===== config.mk =====
export PLATFORM = sky130hd
export DESIGN_NAME = q2e_sqrt_cell
export DESIGN_NICKNAME = d
export VERILOG_FILES = /design/src/rtl/core/q2e_pkg.sv /design/src/rtl/core/q2e_sqrt_cell.sv
export SDC_FILE = /design/constraint.sdc
export NUM_CORES = 1
export LEC_CHECK = 0
export BUFFER_PORTS_ARGS = -buffer_cell sky130_fd_sc_hd__buf_2
export CAP_MARGIN = 20
export CELL_PAD_IN_SITES_DETAIL_PLACEMENT = 0
export CELL_PAD_IN_SITES_GLOBAL_PLACEMENT = 1
export CORE_MARGIN = 2
export CORE_UTILIZATION = 25
export DETAILED_ROUTE_END_ITERATION = 8
export PLACE_DENSITY_LB_ADDON = 0.1
export SLEW_MARGIN = 20
export SYNTH_ARGS = -nofsm -noshare
export SYNTH_HDL_FRONTEND = slang
export SYNTH_SLANG_ARGS = --single-unit

===== constraint.sdc =====
create_clock -name clk_i -period 0.8 [get_ports clk_i]
set_input_delay 0 -clock clk_i [delete_from_list [all_inputs] [get_ports clk_i]]
set_output_delay 0 -clock clk_i [all_outputs]
set_load 0.01 [all_outputs]

===== src/rtl/core/q2e_pkg.sv =====
package q2e_pkg;

  localparam int unsigned VecW      = 37;  // CORDIC x/y datapath
  localparam int unsigned AngW      = 34;  // angle, units of pi/2^31
  localparam int unsigned SumW      = 34;  // doubled product sums
  localparam int unsigned SqW       = 63;  // square root remainder/root
  localparam int unsigned SqrtSteps = 31;  // one root bit per cell
  localparam int unsigned AtanLen   = 25;

  typedef struct packed {
    logic signed [VecW-1:0] x;
    logic signed [VecW-1:0] y;
    logic signed [AngW-1:0] ang;
    logic                   skip;  // angle already final
  } vec_t;

  typedef struct packed {
    logic signed [SumW-1:0] yn;
    logic signed [SumW-1:0] yd;
    logic signed [SumW-1:0] rn;
    logic signed [SumW-1:0] rd;
    logic signed [31:0]     s;
    logic                   sat;
  } side_t;

  localparam logic signed [AngW-1:0] AngPi     = AngW'(64'sh8000_0000);
  localparam logic signed [AngW-1:0] AngHalfPi = AngW'(64'sh4000_0000);

  function automatic logic signed [AngW-1:0] atan_entry(input int unsigned idx);
    logic [31:0] v;
    begin
      unique case (idx)
        0:  v = 32'h20000000;  1:  v = 32'h12E4051D;  2:  v = 32'h09FB385B;
        3:  v = 32'h051111D4;  4:  v = 32'h028B0D43;  5:  v = 32'h0145D7E1;
        6:  v = 32'h00A2F61E;  7:  v = 32'h00517C55;  8:  v = 32'h0028BE53;
        9:  v = 32'h00145F2E;  10: v = 32'h000A2F98;  11: v = 32'h000517CC;
        12: v = 32'h00028BE6;  13: v = 32'h000145F3;  14: v = 32'h0000A2F9;
        15: v = 32'h0000517C;  16: v = 32'h000028BE;  17: v = 32'h0000145F;
        18: v = 32'h00000A2F;  19: v = 32'h00000517;  20: v = 32'h0000028B;
        21: v = 32'h00000145;  22: v = 32'h000000A2;  23: v = 32'h00000051;
        24: v = 32'h00000028;
        default: v = 32'h0;
      endcase
      atan_entry = AngW'(signed'({1'b0, v}));
    end
  endfunction

  // Special cases and left-half-plane turn ahead of the rotation cells.
  function automatic vec_t prep(input logic signed [VecW-1:0] y,
                                input logic signed [VecW-1:0] x);
    vec_t r;
    begin
      r.x    = x;
      r.y    = y;
      r.ang  = '0;
      r.skip = 1'b0;
      if (x == '0) begin
        r.skip = 1'b1;
        if (y > 0)      r.ang = AngHalfPi;
        else if (y < 0) r.ang = -AngHalfPi;
      end else if (y == '0) begin
        r.skip = 1'b1;
        if (x < 0) r.ang = AngPi;
      end else if (x < 0) begin
        r.ang = (y > 0) ? AngPi : -AngPi;
        r.x   = -x;
        r.y   = -y;
      end
      prep = r;
    end
  endfunction

endpackage


===== src/rtl/core/q2e_sqrt_cell.sv =====
module q2e_sqrt_cell #(
  parameter int unsigned K = 0
) (
  input  logic                        clk_i,
  input  logic                        rst_ni,
  input  logic                        en_i,
  input  logic                        valid_i,
  input  logic [q2e_pkg::SqW-1:0]     rem_i,
  input  logic [q2e_pkg::SqW-1:0]     root_i,
  input  q2e_pkg::side_t              side_i,
  output logic                        valid_o,
  output logic [q2e_pkg::SqW-1:0]     rem_o,
  output logic [q2e_pkg::SqW-1:0]     root_o,
  output q2e_pkg::side_t              side_o
);

  localparam logic [q2e_pkg::SqW-1:0] Bit = q2e_pkg::SqW'(1) << (2 * K);

  logic [q2e_pkg::SqW-1:0] trial;
  logic [q2e_pkg::SqW-1:0] rem_d, root_d;
  logic                    valid_q;
  logic [q2e_pkg::SqW-1:0] rem_q, root_q;
  q2e_pkg::side_t          side_q;

  assign trial = root_i + Bit;

  always_comb begin
    if (rem_i >= trial) begin
      rem_d  = rem_i - trial;
      root_d = (root_i >> 1) + Bit;
    end else begin
      rem_d  = rem_i;
      root_d = root_i >> 1;
    end
  end

  always_ff @(posedge clk_i or negedge rst_ni) begin
    if (!rst_ni) begin
      valid_q <= 1'b0;
    end else if (en_i) begin
      valid_q <= valid_i;
    end
  end

  always_ff @(posedge clk_i) begin
    if (en_i) begin
      rem_q  <= rem_d;
      root_q <= root_d;
      side_q <= side_i;
    end
  end

  assign valid_o = valid_q;
  assign rem_o   = rem_q;
  assign root_o  = root_q;
  assign side_o  = side_q;

endmodule


==> run metrics <==
result of the run finished with violations; required time reported for the critical path endpoint roughly 1.1 ns; proportion of layout cells with a drive suffix above 1 0.532; reg2reg setup slack -0.09 ns; detailed-routed wire length on met2 43.1 mm; Synth Cell Area 16000 um^2; Slew Limit Fails 0; root cell of the clock tree clkbuf_16; Max-Cap Viols 0; final net count between 3000 and 4000; Critical Path Sink Type register; Design Area, Final 30800 um^2; floorplan die area ~66000 um^2; highest ir drop seen on vdd about 1.1 mV; DR WL met3 between 4 and 5 mm; average footprint of a synthesized cell 11.3 um^2; number of cells traversed by the worst hold path 4; setup-violating endpoint count in the final report between 700 and 800; routed vias 17300; Tot Pwr around 53000 uW; global placer's final weighted congestion 0.920; share of synthesized area occupied by flip-flops and latches 0.556; dominant register cell in the synthesized netlist edfxtp_1; Worst Path Arrival 4.36 ns; wire per inst about 23 um; Psw about 15000 uW; actual transition at the worst max-transition pin 0.576 ns; TritonCTS sink count 296; mean number of vias per cell 4.62; startpoint of the lowest-slack register-to-register path valid_o; launch point of the worst path root_i[1]; CTS clk-pin slew, worst paths approximately 0.06 ns; IO Pins 595; CP startpoint kind primary input; Placed Instance Area 24200 um^2; level count of the clock H-tree 2; DRC violation total after the first TritonRoute iteration approximately 1100; leakage about 0.013 uW; number of enable flip-flop cells after synthesis 295; core region area between 60000 and 70000 um^2; wire length of the first global-routing pass 119 mm; Gate power share 0.296; y dimension of the die roughly 260 um; Worst Reg2Reg Path Length in Cells 2; Met1 Wirelength 34.9 mm; Synth warnings 0; class of the most critical hold timing path primary input to register; area delta synth->final 93.2%; source of the worst hold timing path rem_i[1]; initial antenna violation count 6; Critical Path Slowest Stage Cell or4_4; post-route clock period utilization 5.05; overflow left after global routing 0; least setup slack across all paths after layout -3.24 ns; maximum achievable frequency approximately 0.25 GHz; clock buffer depth 3; worst clock skew 0 ns; total negative slack -548.43 ns; number of clock buffers inserted by TritonCTS 38; worst reg2reg endpoint valid_o; Distinct cells, synth between 60 and 70; most common cell type on the critical path buf_4; all-layer global routing usage 0.244; filler cell count approximately 6100; latest clock arrival within the worst-skew pair between 0.5 and 0.6 ns; Syn Nets roughly 1800; PortBufs 594; WP depth 24; number of storage elements in the synthesis netlist roughly 300; WHS -0.0231 ns; effective utilization at floorplan 0.253; fraction of the core area covered by cells at the end of the flow 0.489; Placed Cells incl. Taps 3338; hold path endpoint rem_o[1]; Top Metal Used met5; Max-Slew Margin vs Limit 0.616; CTS tree yes; synthesized instance count between 1000 and 1500; Switching Share 0.292; highest net fanout along the worst path 14; number of global-route vias before repair 18000; pin count of the biggest net entering global routing 26; detailed-route DRC error count 0; portion of total power attributed to the clock network 0.335; internal power 37200 uW; CP Cell Sequence buf_8 -> ha_4 -> nand3_4 -> nor2_4 -> and2_4 -> nand4_1 -> buf_4 -> or4_4 -> nor3_4 -> nand4_1 -> xor2_1 -> ha_1 -> nand2_4 -> or3_4 -> nor2_4 -> nand3_2 -> nor4b_4 -> a211oi_2 -> buf_4 -> o21a_4 -> buf_6 -> nor3_2 -> xor2_1 -> buf_4; CP delay by family, top simple AND/OR/NAND/NOR gates; setup repair after global routing missed its margin yes; share of synthesized flip-flops with an asynchronous set or reset 0.00338; DRT Pass-1 Iters 5; DIE WIDTH between 200 and 300 um; fin cells ~3800; number of rows in the core area a little over 90; kind of critical path primary input to register; HPWL reported at the end of detailed placement approximately 66 mm; sum of buffers and inverters on the critical path 5; violations in the final reports hold timing, setup timing; PD cells roughly 1700 nW/um^2; share of power burned in registers 0.369; number of nets still failing antenna checks after routing 0; final count of hold timing violations 1; final WL 84.9 mm; minimum clock period after layout slightly above 4 ns; worst stage delay on the critical path about 0.47 ns
-- cells in the mapped netlist (11+ instances only) --
| library cell | instances | area [um^2] |
|---|---|---|
| nand3_1 | 52 | 260 |
| a21oi_1 | 127 | 636 |
| inv_1 | 19 | 71.3 |
| nor3_1 | 26 | 130 |
| a31oi_1 | 11 | 68.8 |
| xnor2_1 | 88 | 771 |
| o21ai_1 | 26 | 130 |
| buf_2 | 26 | 130 |
| a21o_1 | 36 | 270 |
| o21a_1 | 11 | 82.6 |
| o21ai_0 | 34 | 170 |
| and3_1 | 31 | 194 |
| xor2_1 | 91 | 797 |
| nand4_1 | 46 | 288 |
| edfxtp_1 | 295 | 8860 |
| clkbuf_1 | 32 | 120 |
| nand2_1 | 132 | 495 |
| nor2_1 | 125 | 469 |
| nor3_2 | 14 | 140 |
| o21bai_1 | 11 | 82.6 |
| ha_1 | 65 | 813 |
-- worst max path at each step --
stage / slack (ns) / end
floorplan: -3.06 / root_o[23]
global placement: -4.29 / root_o[47]
detailed placement: -4.34 / rem_o[35]
CTS: -3.23 / root_o[24]
global route: -3.39 / rem_o[23]
finish: -3.24 / root_o[47]
-- through the flow --
| step | setup WS (ns) | hold WS, ns |
|---|---|---|
| 6_report | -3.24 | -0.0231 |
| 3_3_place_gp | -4.29 | -0.225 |
| 2_1_floorplan | -3.06 | -0.296 |
| 3_5_place_dp | -4.34 | -0.224 |
| 4_1_cts | -3.23 | -0.0779 |
| 5_1_grt | -3.39 | -0.00785 |
-- cells by family after synthesis --
kind of cell	count (synthesis)	share of synthesized area
adder cells (fa/ha/maj)	66	0.0522
AO/OA/AOI/OAI	297	0.114
AND/OR/NAND/NOR	490	0.155
flip-flops	296	0.556
multiplexers	2	0.00133
XOR/XNOR	179	0.0982
buffers and inverters	82	0.0230
-- per-layer routing --
layer | GRT usage | vias to the layer above
li1 | - | 8167
met4 | 0.0504 | 6
met1 | 0.300 | 8489
met2 | 0.443 | 566
met5 | 0 | -
met3 | 0.0427 | 95
-- state kept, by name (all words and copies together), names as in the netlist --
register / flops
rem_o: 63
root_o: 63
side_o: 169
valid_o: 1
-- area by class of cell --
type | instances | area (um^2) | share of cell area
multi-input combinational | 1034 | 8180 | 0.265
antenna | 1 | 2.50 | 0.0000811
tap | 846 | 1060 | 0.0343
clock inverter | 24 | 278 | 0.00900
clock buffer | 41 | 962 | 0.0312
sequential | 296 | 8880 | 0.288
inverter | 19 | 71.3 | 0.00231
timing repair buffer | 1490 | 11400 | 0.370
-- layout by cell type (no fill, tap or decap), drive strengths merged, types with 36 or more instances in the layout --
master and n:
o21ai 60, a21o 36, nor2 126, buf 1196
nor3 40, dlygate4sd3 285, nand4 46, xnor2 88
nand3 52, nand2 132, ha 65, a21oi 128
edfxtp 295, clkbuf 50, xor2 91
-- worst register-to-register path, delay by kind of cell, from the launching register on --
family                 cells  cell delay, ns
muxes                      1            0.25
buffers and inverters      1            0.13
DFF                        1            0.39
-- power groups by stage --
stage,registers [uW],logic [uW],clock network [uW]
floorplan,20300,3980,0
global placement,19700,11900,0
detailed placement,19700,11900,0
CTS,19400,14200,18100
global route,19500,16600,18600
finish,19400,15600,17600
-- repair_timing --
action | CTS | global route
hold buffers | 285 | 1
cloned | 11 | 10
pin swaps | 31 | 67
setup buffers | 26 | 24
setup endpoints to repair | 422 | 715
endpoints found under the hold margin | 319 | 38
resized for setup | 146 | 269
(Power assumes the default switching activity.)
