`src/rtl/core/q2e_pkg.sv`:
```
package q2e_pkg;

  localparam int unsigned VecW      = 37;  // CORDIC x/y datapath
  localparam int unsigned AngW      = 34;  // angle, units of pi/2^31
  localparam int unsigned SumW      = 34;  // doubled product sums
  localparam int unsigned SqW       = 63;  // square root remainder/root
  localparam int unsigned SqrtSteps = 31;  // one root bit per cell
  localparam int unsigned AtanLen   = 25;

  typedef struct packed {
    logic signed [VecW-1:0] x;
    logic signed [VecW-1:0] y;
    logic signed [AngW-1:0] ang;
    logic                   skip;  // angle already final
  } vec_t;

  typedef struct packed {
    logic signed [SumW-1:0] yn;
    logic signed [SumW-1:0] yd;
    logic signed [SumW-1:0] rn;
    logic signed [SumW-1:0] rd;
    logic signed [31:0]     s;
    logic                   sat;
  } side_t;

  localparam logic signed [AngW-1:0] AngPi     = AngW'(64'sh8000_0000);
  localparam logic signed [AngW-1:0] AngHalfPi = AngW'(64'sh4000_0000);

  function automatic logic signed [AngW-1:0] atan_entry(input int unsigned idx);
    logic [31:0] v;
    begin
      unique case (idx)
        0:  v = 32'h20000000;  1:  v = 32'h12E4051D;  2:  v = 32'h09FB385B;
        3:  v = 32'h051111D4;  4:  v = 32'h028B0D43;  5:  v = 32'h0145D7E1;
        6:  v = 32'h00A2F61E;  7:  v = 32'h00517C55;  8:  v = 32'h0028BE53;
        9:  v = 32'h00145F2E;  10: v = 32'h000A2F98;  11: v = 32'h000517CC;
        12: v = 32'h00028BE6;  13: v = 32'h000145F3;  14: v = 32'h0000A2F9;
        15: v = 32'h0000517C;  16: v = 32'h000028BE;  17: v = 32'h0000145F;
        18: v = 32'h00000A2F;  19: v = 32'h00000517;  20: v = 32'h0000028B;
        21: v = 32'h00000145;  22: v = 32'h000000A2;  23: v = 32'h00000051;
        24: v = 32'h00000028;
        default: v = 32'h0;
      endcase
      atan_entry = AngW'(signed'({1'b0, v}));
    end
  endfunction

  // Special cases and left-half-plane turn ahead of the rotation cells.
  function automatic vec_t prep(input logic signed [VecW-1:0] y,
                                input logic signed [VecW-1:0] x);
    vec_t r;
    begin
      r.x    = x;
      r.y    = y;
      r.ang  = '0;
      r.skip = 1'b0;
      if (x == '0) begin
        r.skip = 1'b1;
        if (y > 0)      r.ang = AngHalfPi;
        else if (y < 0) r.ang = -AngHalfPi;
      end else if (y == '0) begin
        r.skip = 1'b1;
        if (x < 0) r.ang = AngPi;
      end else if (x < 0) begin
        r.ang = (y > 0) ? AngPi : -AngPi;
        r.x   = -x;
        r.y   = -y;
      end
      prep = r;
    end
  endfunction

endpackage

```
`src/rtl/core/q2e_cordic_cell.sv`:
```
module q2e_cordic_cell #(
  parameter int unsigned SHIFT = 0
) (
  input  logic                  clk_i,
  input  logic                  rst_ni,
  input  logic                  en_i,
  input  logic                  valid_i,
  input  q2e_pkg::vec_t [2:0]   vec_i,
  input  logic                  sat_i,
  output logic                  valid_o,
  output q2e_pkg::vec_t [2:0]   vec_o,
  output logic                  sat_o
);

  localparam logic signed [q2e_pkg::AngW-1:0] Atan = q2e_pkg::atan_entry(SHIFT);

  q2e_pkg::vec_t [2:0] vec_d, vec_q;
  logic                valid_q, sat_q;

  always_comb begin
    for (int i = 0; i < 3; i++) begin
      vec_d[i] = vec_i[i];
      if (!vec_i[i].skip) begin
        if (!vec_i[i].y[q2e_pkg::VecW-1]) begin
          vec_d[i].x   = vec_i[i].x + (vec_i[i].y >>> SHIFT);
          vec_d[i].y   = vec_i[i].y - (vec_i[i].x >>> SHIFT);
          vec_d[i].ang = vec_i[i].ang + Atan;
        end else begin
          vec_d[i].x   = vec_i[i].x - (vec_i[i].y >>> SHIFT);
          vec_d[i].y   = vec_i[i].y + (vec_i[i].x >>> SHIFT);
          vec_d[i].ang = vec_i[i].ang - Atan;
        end
      end
    end
  end

  always_ff @(posedge clk_i or negedge rst_ni) begin
    if (!rst_ni) begin
      valid_q <= 1'b0;
    end else if (en_i) begin
      valid_q <= valid_i;
    end
  end

  always_ff @(posedge clk_i) begin
    if (en_i) begin
      vec_q <= vec_d;
      sat_q <= sat_i;
    end
  end

  assign valid_o = valid_q;
  assign vec_o   = vec_q;
  assign sat_o   = sat_q;

endmodule

```
`config.mk`:
```
export PLATFORM = sky130hd
export DESIGN_NAME = q2e_cordic_cell
export DESIGN_NICKNAME = d
export VERILOG_FILES = /design/src/rtl/core/q2e_pkg.sv /design/src/rtl/core/q2e_cordic_cell.sv
export SDC_FILE = /design/constraint.sdc
export NUM_CORES = 1
export LEC_CHECK = 0
export BUFFER_PORTS_ARGS = -buffer_cell sky130_fd_sc_hd__buf_2
export CAP_MARGIN = 20
export CORE_UTILIZATION = 30
export DETAILED_ROUTE_END_ITERATION = 16
export PLACE_DENSITY = 0.53
export SYNTH_ARGS = -nofsm -noshare
export SYNTH_HDL_FRONTEND = slang
export SYNTH_SLANG_ARGS = --single-unit
```
`constraint.sdc`:
```
create_clock -name clk_i -period 0.8 [get_ports clk_i]
set_input_delay 0.12 -clock clk_i [delete_from_list [all_inputs] [get_ports clk_i]]
set_output_delay 0.12 -clock clk_i [all_outputs]
set_load 0.1 [all_outputs]
```
==> metrics.yaml, run 1 <==
status:
  status: "finished with violations"
  violations: "hold timing, setup timing"
clock_tree:
  numCtsBuffers: 45
  cts_root_buf: "clkbuf_16"
  cts_tree: "built"
  cts_sinks: 329
  h-tree-depth: 2
  insertion_delay_ns: 0.63
  clkTransAtPathRegs_ns: 0.06
  cts_buffer_depth: 3
critical_path:
  crit_required_ns: 1.19
  cp-end-kind: "flop"
  max_stage_delay_ns: 0.39
  crit_chain: "buf_8 -> ha_4 -> fa_2 -> nor2b_4 -> o311a_1 -> o221a_1 -> a21bo_4 -> a21oi_4 -> o31ai_4 -> or3_4 -> a211oi_2 -> a2111oi_1 -> a221o_1"
  worstRegToRegCells: 1
  cp_max_fo: 3
  setup.worst_path.start_class: "input port"
  reg2reg_from: "valid_o"
  critPathSlowestCell: "fa_2"
  rr_endpoint: "valid_o"
  ff2ff_setup_slack_ns: -0.09
  worstPathArrival_ns: 3.01
  path_depth: 13
  cp-endpoint: "vec_o[205]"
  path_class: "input port to flop"
  path_delay_family: "compound AO/OA/AOI/OAI gates"
  startpoint: "vec_i[181]"
  crit_buf_inv: 1
die:
  start_util_pct: 30.2
  row_count: 120
  die_h_um: 331
  ioPinCount: 661
  core-area_um2: 107000
  dieArea_um2: 109000
  die_x_um: 331
logic_synthesis:
  synth_edf_count: 328
  ys_seq_area_share_pct: 30.5
  ys.flop_type: "edfxtp_1"
  syn_area_per_cell_um2: 8.51
  ys_async_sr_fraction_pct: 0.304
  synth_nets: 4504
  ys_warn_count: 0
  synth_area_leaders: "edfxtp_1 (30%), ha_1 (14%), a21oi_1 (7.4%)"
  syn-instance-count: 3803
  ys_seq_elements: 329
  synth_cell_types: 106
  synth.cell_area_um2: 32400
  yosys.area.top_type_share_pct: 30.4
  synth_largest_area_cell: "edfxtp_1"
  synth_most_common_cell: "a21oi_1"
  synth_commonest_cells: "a21oi_1 (478), ha_1 (357), inv_1 (349)"
sta:
  tns_ns: -493.48
  rsz0062_at_grt: "yes"
  skew_ns: 0
  fmax_mhz: 381
  slew_violations: 0
  hold_viol: 4
  timing.final.crit_share_pct: 328
  setup_viol: 762
  tightest_slew_ns: 0.746
  slew_headroom_pct: 49.0
  setup_slack_ns: -1.83
  holdWs_ns: -0.0346
  min_period_ns: 2.63
global_routing:
  grt_usage_pct: 27.6
  grt_overflow: 0
  grt_max_degree: 45
  grt_first_pass_wirelength_mm: 231
  grt_pass1_vias: 38571
  antenna_found_initial: 19
route:
  routed-via-count: 38230
  dr.pass1.iters: 7
  via_per_inst: 5.04
  drt-initial-drc-count: 2217
  finalWirelength_mm: 156
  drc: 0
  post_drt_wl_per_cell_um: 20.6
  final_antenna_net_count: 0
cells_and_area:
  nNetsFinal: 6832
  multi_input_area_um2: 25300
  syn_to_final_growth_pct: 97.3
  register_area_um2: 9880
  drive_above_1_share_pct: 50.1
  final_util_pct: 59.7
  nFillCells: 9195
placement:
  place_congestion: 0.981
  dp.final_hpwl_mm: 127
  dp_slack_ns: -2.61
  io_buffers: 660
power:
  peakVddDrop_mv: 1.75
  p_per_area_nw_per_um2: 1640
  p_leak_nw: 28.5
  p_total_w: 0.105
hold_path:
  worstHoldPathType: "input port to flop"
job:
  maxCapViolCount: 0
==> area by class of cell <==
cell class / instances / share of cell area [%]
clock buffer: 50 / 1.79
multi-input combinational: 2919 / 39.6
timing repair buffer: 2472 / 37.0
tap: 1403 / 2.75
antenna: 8 / 0.0313
clock inverter: 33 / 0.699
sequential: 329 / 15.5
inverter: 364 / 2.59
==> power breakdown <==
part           switching, W  internal, W  total (W)  leakage [nW]
Combinational        0.0338       0.0256     0.0594          24.6
Sequential          0.00184       0.0216     0.0234          3.22
Clock               0.00895       0.0131     0.0220         0.754
Total                0.0446       0.0603      0.105          28.5
==> repair_timing <==
| action | in CTS | in global routing |
|---|---|---|
| endpoints found under the hold margin | 271 | 6 |
| setup endpoints to repair | 553 | 763 |
| buffers inserted | 95 | 79 |
| gates resized for setup | 477 | 326 |
| hold buffers | 252 | 2 |
| pin swaps | 304 | 281 |
==> cells in the final DEF, fill, tap and decap left out, types with 86 or more instances in the layout <==
cell type / count
o21ai_1: 92
a21oi_2: 99
a21oi_1: 350
o21ai_0: 113
edfxtp_1: 328
nor2_1: 288
buf_2: 276
mux2i_1: 86
xnor2_1: 145
dlygate4sd3_1: 254
buf_6: 104
inv_1: 275
buf_4: 1448
buf_12: 372
o21bai_1: 96
a21o_1: 86
ha_1: 261
nand2_1: 209
==> tightest hold or removal path, stage by stage <==
cell and delay [ns]:
buf_4 0.10, buf_4 0.12, a221o_1 0.16
==> stage by stage <==
stage               hold slack, ns  area [um2]  cells
detailed placement         -0.0835       55000   7097
floorplan                   -0.176       35200   3803
finish                     -0.0346       63900   7578
global placement           -0.0807       55000   7097
CTS                        -0.0680       61900   7505
global route               -0.0651       63900   7573
==> registers in the layout, summed over array words and instances, names as in the netlist <==
| register | count |
|---|---|
| vec_o | 327 |
| valid_o | 1 |
| sat_o | 1 |
==> metal layers <==
layer / GRT usage [%] / part of all wire (%) / up-vias
li1: - / - / 18404
met5: 0 / 0.059 / -
met1: 34.1 / 41 / 18295
met3: 4.26 / 5.7 / 287
met2: 48.2 / 49 / 1228
met4: 9.95 / 4.2 / 16
==> kinds of logic (layout without fill, tap and decap cells) <==
logic type	Yosys count	after routing	synth area share (%)
compound gates	1319	1319	26.0
mux	109	109	3.40
other cells	0	8	0
xor+xnor	204	204	5.52
simple gates	918	918	13.4
buf+inv	555	2919	6.70
fa+ha+maj	369	369	14.5
flops	329	329	30.5
==> worst min path at each step <==
stage	startpoint	end	slack [ns]	depth (start not counted)
finish	vec_i[307]	vec_o[307]	-0.03	3
global route	vec_i[307]	vec_o[307]	-0.07	3
CTS	vec_i[307]	vec_o[307]	-0.07	3
detailed placement	rst_ni	valid_o	-0.08	1
global placement	rst_ni	valid_o	-0.08	1
floorplan	rst_ni	valid_o	-0.18	0
No activity file was read; power rests on OpenSTA's default activity.
==> run 2, diff against run 1 <==
--- a/config.mk
+++ b/config.mk
@@ -9,6 +9,7 @@
 export CAP_MARGIN = 20
 export CORE_UTILIZATION = 30
 export DETAILED_ROUTE_END_ITERATION = 16
+export GPL_TIMING_DRIVEN = 0
 export PLACE_DENSITY = 0.53
 export SYNTH_ARGS = -nofsm -noshare
 export SYNTH_HDL_FRONTEND = slang
==> metrics.yaml, run 2 (synthesis results as in run 1) <==
sta:
  tightest_slew_ns: 1.24  # +0.494 ns
  slew_violations: 0  # unchanged
  slew_headroom_pct: 16.6  # -32 points
  fmax_mhz: 367  # -3.6%
  setup_slack_ns: -1.92  # -0.0981 ns
  setup_viol: 557  # -27%
  min_period_ns: 2.72  # +0.0981 ns
  timing.final.crit_share_pct: 340  # +12 points
  rsz0062_at_grt: "yes"
  holdWs_ns: -0.128  # -0.0932 ns
  hold_viol: 21  # +17
  skew_ns: 0  # unchanged
route:
  finalWirelength_mm: 165  # +5.2%
  drc: 0  # unchanged
  post_drt_wl_per_cell_um: 25.1  # +21%
  via_per_inst: 5.47  # +8.4%
  drt-initial-drc-count: 3167  # +43%
  final_antenna_net_count: 0  # unchanged
  routed-via-count: 35909  # -6.1%
  dr.pass1.iters: 6  # -1
clock_tree:
  cts_buffer_depth: 3  # unchanged
  cts_root_buf: "clkbuf_16"
  clkTransAtPathRegs_ns: 0.07  # about the same
  cts_sinks: 329  # unchanged
  h-tree-depth: 2  # unchanged
  numCtsBuffers: 42  # -6.7%
  cts_tree: "built"
  insertion_delay_ns: 0.61  # -0.02 ns
global_routing:
  grt_first_pass_wirelength_mm: 228  # -1.2%
  grt_max_degree: 113  # +150%
  grt_pass1_vias: 34634  # -10%
  grt_usage_pct: 27.9  # +0.38 points
  grt_overflow: 0  # unchanged
  antenna_found_initial: 30  # +11
die:
  dieArea_um2: 109000  # unchanged
  ioPinCount: 661  # unchanged
  start_util_pct: 30.2  # unchanged
  die_h_um: 331  # unchanged
  die_x_um: 331  # unchanged
  core-area_um2: 107000  # unchanged
  row_count: 120  # unchanged
job:
  maxCapViolCount: 0  # unchanged
power:
  peakVddDrop_mv: 1.76  # +0.99%
  p_per_area_nw_per_um2: 1750  # +6.3%
  p_leak_nw: 22.7  # -21%
cells_and_area:
  final_cells: 6566  # -13%
  drive_above_1_share_pct: 41.7  # -8.4 points
  nNetsFinal: 5814  # -15%
  syn_to_final_growth_pct: 68.6
  register_area_um2: 9880  # unchanged
  final_common_cell: "buf_6"
  final_cell_mix: "buf_6 (436), edfxtp_1 (328), a21oi_1 (316), dlygate4sd3_1 (287), buf_2 (281)"
  nFillCells: 9828  # +6.9%
  final_util_pct: 51.0  # -8.7 points
  largest_reg_flops: 327  # unchanged
  multi_input_area_um2: 26400  # +4.0%
critical_path:
  cp-end-kind: "flop"
  reg2reg_from: "valid_o"
  worstPathArrival_ns: 3.04  # +0.03 ns
  startpoint: "vec_i[144]"
  rr_endpoint: "valid_o"
  setup.worst_path.start_class: "input port"
  crit_required_ns: 1.12  # -0.07 ns
  cp-endpoint: "vec_o[205]"
  ff2ff_setup_slack_ns: -0.08  # about the same
  path_class: "input port to flop"
  cp_max_fo: 3  # unchanged
  worstRegToRegCells: 1  # unchanged
placement:
  dp.cells: 5869  # -17%
  dp_slack_ns: -3.10  # -0.490 ns
  place_congestion: 1.00  # +2.5%
  io_buffers: 659  # -0.15%
  dp.final_hpwl_mm: 122  # -3.3%
hold_path:
  worstHoldPathType: "input port to flop"
status:
  violations: "hold timing, setup timing"
  status: "finished with violations"
## run 2: critical path, cell delays in order
cell and delay, ns:
buf_12 0.11, ha_4 0.15, fa_2 0.33, nor2b_4 0.14, o311a_4 0.32, o221a_4 0.30
a21bo_4 0.25, a21oi_4 0.21, o31ai_4 0.08, or3_4 0.37, a211oi_4 0.23, a2111oi_2 0.06
a221o_1 0.37
## run 2: through the flow
stage                     total power (W)  instance area [um2]  setup TNS, ns  hold slack, ns
final                              0.0953                54600        -444.94          -0.128
after CTS                          0.0882                48600        -544.28          -0.193
after detailed placement           0.0629                40400        -687.24         -0.0947
after global placement             0.0631                40300       -2351.16          -0.104
after global routing               0.0985                54600        -467.70          -0.149
after floorplan                    0.0524                35200        -367.08          -0.176
## run 2: area by class of cell
cell class                 instances  area share (%)
multi-input combinational       2919            48.3
timing repair buffer            1278            21.7
sequential                       329            18.1
tap                             1403            3.22
inverter                         364            3.12
buffer                           179            2.95
clock buffer                      52            2.03
clock inverter                    26           0.523
antenna                           16          0.0733
## run 2: power by group
group / switching [W] / leakage, nW / total [W] / internal, W
clock network: 0.00835 / 0.674 / 0.0199 / 0.0115
registers: 0.00105 / 3.22 / 0.0226 / 0.0215
logic: 0.0344 / 18.8 / 0.0528 / 0.0184
## run 2: repair_timing
action,in CTS,in global routing
hold buffers,284,3
gates cloned,0,4
setup buffers,163,172
endpoints found under the setup margin,659,660
endpoints found under the hold margin,307,24
pin swaps,246,365
resized for setup,577,1741
## run 2: routing by layer
metal  track usage, %  share of wire [%]
met5                0              0.056
met4             11.6                4.6
met3             5.46                7.8
met2             46.4                 47
met1             35.3                 41
## run 2: worst min-delay path by stage
stage / from / to / slack (ns) / cells after the start
after global routing: en_i / vec_o[193] / -0.15 / 1
after CTS: en_i / vec_o[193] / -0.19 / 1
after floorplan: rst_ni / valid_o / -0.18 / 0
after detailed placement: rst_ni / valid_o / -0.09 / 1
after global placement: rst_ni / valid_o / -0.10 / 1
final: en_i / vec_o[193] / -0.13 / 1
